[config.mk]
export PLATFORM = sky130hd
export DESIGN_NAME = ocvm_ctrl
export DESIGN_NICKNAME = d
export VERILOG_FILES = /design/src/hw/rtl/ocvm_pkg.sv /design/src/hw/rtl/ocvm_ctrl.sv
export SDC_FILE = /design/constraint.sdc
export NUM_CORES = 1
export LEC_CHECK = 0
export ABC_CLOCK_PERIOD_IN_PS = 1900
export BUFFER_PORTS_ARGS = -buffer_cell sky130_fd_sc_hd__buf_2
export CORE_MARGIN = 1
export CORE_UTILIZATION = 52
export CTS_BUF_LIST = sky130_fd_sc_hd__clkbuf_8
export DETAILED_ROUTE_END_ITERATION = 8
export HOLD_SLACK_MARGIN = 0.03
export PLACE_DENSITY = 0.81
export RECOVER_POWER = 100
export SYNTH_ARGS = -nofsm -noshare
export SYNTH_HDL_FRONTEND = slang
export SYNTH_SLANG_ARGS = --single-unit
[constraint.sdc]
create_clock -name clk -period 1.9 [get_ports clk]
set_input_delay 0.285 -clock clk [delete_from_list [all_inputs] [get_ports clk]]
set_output_delay 0.285 -clock clk [all_outputs]
set_load 0.05 [all_outputs]
[src/hw/rtl/ocvm_pkg.sv]
// ----------------------------------------------------------------------------
// ocvm_pkg
// Shared types, constants and tables for the orbit camera view matrix core.
// ----------------------------------------------------------------------------
`default_nettype none

package ocvm_pkg;

    // Angle limits, Q3.13
    localparam logic signed [17:0] PI_Q13     = 18'sd25736;
    localparam logic signed [17:0] TWO_PI_Q13 = 18'sd51472;
    localparam logic signed [17:0] PITCH_LO   = 18'sd4289;
    localparam logic signed [17:0] PITCH_HI   = 18'sd12868;

    // CORDIC constants, Q2.30
    localparam logic signed [34:0] PI_Q30      = 35'sd3373259426;
    localparam logic signed [34:0] HALF_PI_Q30 = 35'sd1686629713;
    localparam logic signed [33:0] GAIN_Q30    = 34'sd652032874;

    // State reset values
    localparam logic signed [15:0] PITCH_RESET    = 16'sd4289;
    localparam logic signed [31:0] DISTANCE_RESET = 32'sd655360;
    localparam logic [30:0]        MIN_DIST_RESET = 31'd65536;
    localparam logic [30:0]        MAX_DIST_RESET = 31'd1310720;

    // Iteration count default and step index width (table has 24 entries)
    localparam int CORDIC_STEPS_DEF = 16;
    localparam int STEP_W           = 5;

    // Register indexes
    localparam logic REG_MIN_DIST = 1'b0;
    localparam logic REG_MAX_DIST = 1'b1;

    // Multiply sequence: four rotation products, then nine dot-product terms
    localparam logic [3:0] OP_SPCT  = 4'd0;
    localparam logic [3:0] OP_SPST  = 4'd1;
    localparam logic [3:0] OP_CPCT  = 4'd2;
    localparam logic [3:0] OP_CPST  = 4'd3;
    localparam logic [3:0] OP_R0    = 4'd4;
    localparam logic [3:0] OP_R1    = 4'd5;
    localparam logic [3:0] OP_R2    = 4'd6;
    localparam logic [3:0] OP_U0    = 4'd7;
    localparam logic [3:0] OP_U1    = 4'd8;
    localparam logic [3:0] OP_U2    = 4'd9;
    localparam logic [3:0] OP_L0    = 4'd10;
    localparam logic [3:0] OP_L1    = 4'd11;
    localparam logic [3:0] OP_L2    = 4'd12;
    localparam logic [3:0] OP_LAST  = OP_L2;

    typedef enum logic [2:0] {
        ST_IDLE,
        ST_LOAD,
        ST_CINIT,
        ST_CSTEP,
        ST_CSAVE,
        ST_MUL,
        ST_TAKE,
        ST_FINISH
    } ctrl_state_t;

    // Commands from controller to datapath
    typedef struct packed {
        logic              load;
        logic              cinit;
        logic              cstep;
        logic              csave;
        logic              sel_yaw;
        logic [STEP_W-1:0] idx;
        logic              mul_do;
        logic              take;
        logic [3:0]        op;
        logic              out_load;
    } ctrl_cmd_t;

    // arctan(2^-i) in Q2.30
    function automatic logic signed [34:0] atan_q30(input logic [STEP_W-1:0] i);
        logic signed [34:0] r;
        case (i)
            5'd0:    r = 35'sd843314857;
            5'd1:    r = 35'sd497837829;
            5'd2:    r = 35'sd263043837;
            5'd3:    r = 35'sd133525159;
            5'd4:    r = 35'sd67021687;
            5'd5:    r = 35'sd33543516;
            5'd6:    r = 35'sd16775851;
            5'd7:    r = 35'sd8388437;
            5'd8:    r = 35'sd4194283;
            5'd9:    r = 35'sd2097149;
            5'd10:   r = 35'sd1048576;
            5'd11:   r = 35'sd524288;
            5'd12:   r = 35'sd262144;
            5'd13:   r = 35'sd131072;
            5'd14:   r = 35'sd65536;
            5'd15:   r = 35'sd32768;
            5'd16:   r = 35'sd16384;
            5'd17:   r = 35'sd8192;
            5'd18:   r = 35'sd4096;
            5'd19:   r = 35'sd2048;
            5'd20:   r = 35'sd1024;
            5'd21:   r = 35'sd512;
            5'd22:   r = 35'sd256;
            5'd23:   r = 35'sd128;
            default: r = 35'sd0;
        endcase
        return r;
    endfunction

endpackage

`default_nettype wire

[src/hw/rtl/ocvm_ctrl.sv]
// ----------------------------------------------------------------------------
// ocvm_ctrl
// Sequencer: state update, two CORDIC runs, multiply sequence, result load.
// ----------------------------------------------------------------------------
`default_nettype none

module ocvm_ctrl #(
    parameter int CORDIC_STEPS = ocvm_pkg::CORDIC_STEPS_DEF
) (
    input  wire                   clk,
    input  wire                   rst_n,
    input  wire                   in_valid,
    output logic                  in_ready,
    output logic                  out_valid,
    input  wire                   out_ready,
    output ocvm_pkg::ctrl_cmd_t   cmd
);
    import ocvm_pkg::*;

    localparam logic [STEP_W-1:0] LAST_STEP = STEP_W'(CORDIC_STEPS - 1);

    ctrl_state_t       state_reg, state_next;
    logic [STEP_W-1:0] cnt_reg, cnt_next;
    logic              sel_reg, sel_next;
    logic              out_valid_reg, out_valid_next;
    logic              out_free;

    assign out_free  = !out_valid_reg || out_ready;
    assign out_valid = out_valid_reg;

    // next state
    always_comb
    begin
        state_next = state_reg;
        cnt_next   = cnt_reg;
        sel_next   = sel_reg;
        case (state_reg)
            ST_IDLE:
            begin
                if (in_valid)
                    state_next = ST_LOAD;
            end
            ST_LOAD:
            begin
                sel_next   = 1'b0;
                state_next = ST_CINIT;
            end
            ST_CINIT:
            begin
                cnt_next   = '0;
                state_next = ST_CSTEP;
            end
            ST_CSTEP:
            begin
                cnt_next = cnt_reg + 1'b1;
                if (cnt_reg == LAST_STEP)
                    state_next = ST_CSAVE;
            end
            ST_CSAVE:
            begin
                cnt_next = '0;
                if (!sel_reg)
                begin
                    sel_next   = 1'b1;
                    state_next = ST_CINIT;
                end
                else
                    state_next = ST_MUL;
            end
            ST_MUL:
                state_next = ST_TAKE;
            ST_TAKE:
            begin
                cnt_next = cnt_reg + 1'b1;
                if (cnt_reg[3:0] == OP_LAST)
                    state_next = ST_FINISH;
                else
                    state_next = ST_MUL;
            end
            ST_FINISH:
            begin
                if (out_free)
                    state_next = ST_IDLE;
            end
            default:
                state_next = ST_IDLE;
        endcase
    end

    // outputs
    always_comb
    begin
        cmd          = '0;
        cmd.idx      = cnt_reg;
        cmd.op       = cnt_reg[3:0];
        cmd.sel_yaw  = sel_reg;
        in_ready     = (state_reg == ST_IDLE);
        cmd.load     = (state_reg == ST_IDLE) && in_valid;
        cmd.cinit    = (state_reg == ST_CINIT);
        cmd.cstep    = (state_reg == ST_CSTEP);
        cmd.csave    = (state_reg == ST_CSAVE);
        cmd.mul_do   = (state_reg == ST_MUL);
        cmd.take     = (state_reg == ST_TAKE);
        cmd.out_load = (state_reg == ST_FINISH) && out_free;
    end

    // result valid flag
    always_comb
    begin
        out_valid_next = out_valid_reg;
        if (out_valid_reg && out_ready)
            out_valid_next = 1'b0;
        if (cmd.out_load)
            out_valid_next = 1'b1;
    end

    always_ff @(posedge clk or negedge rst_n)
    begin
        if (!rst_n)
        begin
            state_reg     <= ST_IDLE;
            cnt_reg       <= '0;
            sel_reg       <= 1'b0;
            out_valid_reg <= 1'b0;
        end
        else
        begin
            state_reg     <= state_next;
            cnt_reg       <= cnt_next;
            sel_reg       <= sel_next;
            out_valid_reg <= out_valid_next;
        end
    end

endmodule

`default_nettype wire

### Word level (Yosys, flattened, before mapping)

Cells that the tools add are included.

* flip-flop bits (word level): 10
* input port bits: 4
* output and inout bits: 19
* logic and storage cells: 39

* add/sub/neg operators: 1
* equal/unequal tests: 12
* multiplexer cells: 10
* reductions and logical operators: 12

Operators by type and width (number)
* 3-bit one-hot mux with 8 select lines: 1
* 3-bit == test, second input constant: 4
* 3-bit 2-to-1 mux: 4
* 5-bit one-hot mux with 2 select lines: 1
* 3-bit by 2-bit == test with 1-bit output, second input constant: 2
* 2-bit nonzero test: 3
* 5-bit by 1-bit adder with 5-bit output, second input constant: 1
* 5-bit by 4-bit == test with 1-bit output, second input constant: 1
* 4-bit == test, second input constant: 1
* 2-bit != test, second input constant: 2
* 2-bit OR reduction: 2
* 3-bit by 1-bit == test with 1-bit output, second input constant: 1
* 1-bit logical AND: 3
* 3-bit logical NOT: 1
* 3-bit AND reduction: 1
* 1-bit 2-to-1 mux: 2
* 2-bit 2-to-1 mux: 1
* 2-bit by 1-bit != test with 1-bit output, second input constant: 1
* 1-bit one-hot mux with 2 select lines: 1
* 1-bit logical NOT: 1
* 1-bit logical OR: 1

### Depth between registers and ports, before layout

* word-level depth: 4
* depth in mapped cells: 6
* depth with buffers taken out: 6

### Least setup slack after synthesis

No wires, ideal clock.

* path type: register -> output
* from: reg state_reg[1]
* to: out cmd[16] in the netlist's numbering
* arrival: 2304 ps
* setup slack: -689 ps
* cell stages (with the launch flop): 5
* path buffers: 2
* cells stage by stage: dfrtp_1 > buf_4 > buf_6 > nor3_1 > and2_1

RTL lines
* start: declaration: line ocvm_ctrl.sv:22 `ctrl_state_t state_reg, state_next;`
* start signal: assignment: line ocvm_ctrl.sv:128 `state_reg <= state_next;`
* end: declaration: line ocvm_ctrl.sv:16 `output ocvm_pkg::ctrl_cmd_t cmd`

==> metrics <==
status=finished clean; chip width=39.78 microns; most frequently used flop master after synthesis=dfrtp_1; Hold Crit Endpoint=out_valid$_DFFE_PN0P_; maxcap violations=0; wire length per cell=12.42 microns; clk slew on worst S/H paths=~0.050 ns; CP endpoint kind=output port; Max Freq=569.5 MHz; Fillers=125; crit path kind=reg2out; Die Span Y=roughly 40 microns; diode count=0; Leak=between 0.0003 and 0.0004 uW; CP required=1.62 ns; clk buf depth=2; gr usage total=24.09%; vias in the first global route=558; Critical Path Start Type=flip-flop; HPWL after DPL=1106 microns; Post-Route WL=1465 microns; Initial Util=56.32%; H-tree Lvls=1; pwr dens=513.9 mW/mm^2; worst path arrival time=1.47 ns; flop-to-flop setup slack=0.20 ns; Multi-input gate area=roughly 380 sq um; # setup viols final=0; final hold violations=0; clock sinks=10; final core utilization=64.96%; Clock Skew=0.001361 ns; die area=0.001582 sq mm; port buffer count=22; Sequential Area=251.5 sq um; RSZ-0062 raised after global routing=false; min-delay worst type=in2reg; register area share after synthesis=33.73%; DR DRC count=0; row count=13; Worst Setup SP=state_reg[1]$_DFFE_PN0P_; post-layout min period=1.756 ns; first drt pass iteration count=4; synth top area cells=dfrtp_1 34%, buf_4 10%, ha_1 5.1%, a21oi_1 3.4%, buf_6 3.0%; cell count after synthesis=85; cell area after synthesis=742.0 sq um; final period utilization=between 90% and 100%; CTS tree=yes; async set-reset flop share out of synthesis=100.0%; total negative setup slack=0 ns; post-synth top area share=33.73%; largest net degree at the start of global routing=19; post-route cell area=855.8 sq um; #FFs+latches synth=10; Post-synth EDFFs=0; post-synthesis cell type count=34; grt total ovfl=0; vias per std cell=5.636; commonest cells in the netlist=10 x buf_4, 10 x dfrtp_1, 6 x inv_1, 6 x nor2_1, 5 x a21oi_1; worst r2r src=cnt_reg[0]$_DFFE_PN0P_; CTS buffer count=3; P&R area growth vs syn=15.35%; Final ANT Viol Nets=0; Worst Tran Pin Value=0.6117 ns; hold slack=0.3653 ns; Synth Area per Inst=8.729 sq um; DRT iter0 DRCs=12; CP Max Fanout=10; reg2reg path depth=5; Yosys warning count=0; CTS root buf=clkbuf_8; via count=665; max reg flops=5; Hold Path Cell Cnt=3; routability congestion estimate=0.7788; IO Pins=23; global-route wire length before repair=2490 microns; nets@finish=112; Post-Syn Nets=92; max-slew violations=0; Setup Fix Bufs, Post-CTS=0; Synth area leader=dfrtp_1; initial antenna violation count=0; worst skew pair latency=0.23 ns; Min-Delay Startpoint=out_ready; RR Endpoint=cnt_reg[4]$_DFFE_PN0P_; placed cell area=822.0 sq um; peak supply drop=0.2645 mV; worst-case headroom to the max-slew limit=59.40%; layout cells sized above 1=20.39%; core box area=0.001318 sq mm
## critical path: stages (launching register included)
cell and delay (ns):
dfrtp_1 0.48, buf_4 0.21, nor3_4 0.15, and2_1 0.14, clkbuf_2 0.26
## logic make-up after synthesis
kind of cell	Yosys count	synth area share, %
xor+xnor	1	1.181
fa+ha+maj	3	5.060
buf+inv	19	16.86
simple gates	31	23.95
flops	10	33.73
compound gates	21	19.23
## cell usage in the layout (no fill, tap or decap), types with 2 or more instances in the layout
cell type / instances
a21oi_1: 5
nor3_1: 2
clkbuf_2: 8
nand2b_1: 3
inv_1: 6
ha_1: 3
and3_1: 3
buf_2: 2
nor3b_1: 2
buf_4: 4
clkbuf_1: 13
nand3_1: 3
dfrtp_1: 9
nor2_1: 6
nor2b_1: 2
o21a_1: 2
o21ai_0: 4
clkbuf_8: 3
nand2_1: 2
## metrics by stage
| stage | worst slack [ns] | std cells | total power, uW |
|---|---|---|---|
| 2_1_floorplan | 0.01052 | 85 | 217.0 |
| 3_3_place_gp | 0.2498 | 114 | 224.2 |
| 3_5_place_dp | 0.2083 | 114 | 224.6 |
| 4_1_cts | 0.06449 | 118 | 446.1 |
| 5_1_grt | 0.02671 | 118 | 458.3 |
| 6_report | 0.1442 | 118 | 439.8 |
## metal layers
metal  global-route usage (%)  share of wire [%]  vias up
met4                    10.34               0.96        0
met5                        0                  0        -
li1                         -                  -      333
met1                    31.96                 49      316
met3                    5.114                3.5        2
met2                    36.89                 46       14
## where the power goes
part,internal (uW),switching (uW)
registers,213,0.0000000000000400
logic,3.24,5.12
clock network,139,79.4
total,355,84.6
## final cells by class
cell class                      count  share of cell area (%)
Timing Repair Buffer               28                   16.23
Multi-Input combinational cell     56                   44.74
Inverter                            6                   2.632
Sequential cell                    10                   29.39
Clock buffer                        3                   4.825
Tap cell                           15                   2.193
## worst max-delay path by stage
stage	cells after the start	slack (ns)	endpoint
CTS	3	0.06	cmd[14]
floorplan	4	0.01	cmd[16]
finish	4	0.14	cmd[16]
detailed placement	5	0.21	cnt_reg[4]$_DFFE_PN0P_
global placement	5	0.25	cnt_reg[4]$_DFFE_PN0P_
global route	3	0.03	cmd[0]
## what timing repair did
action / 4_1_cts / 5_1_grt
hold buffers: 1 / 0
endpoints found under the hold margin: 10 / 0
endpoints found under the setup margin: 0 / 3
gates resized for setup: 0 / 1
Power figures use the tool's default switching activity.
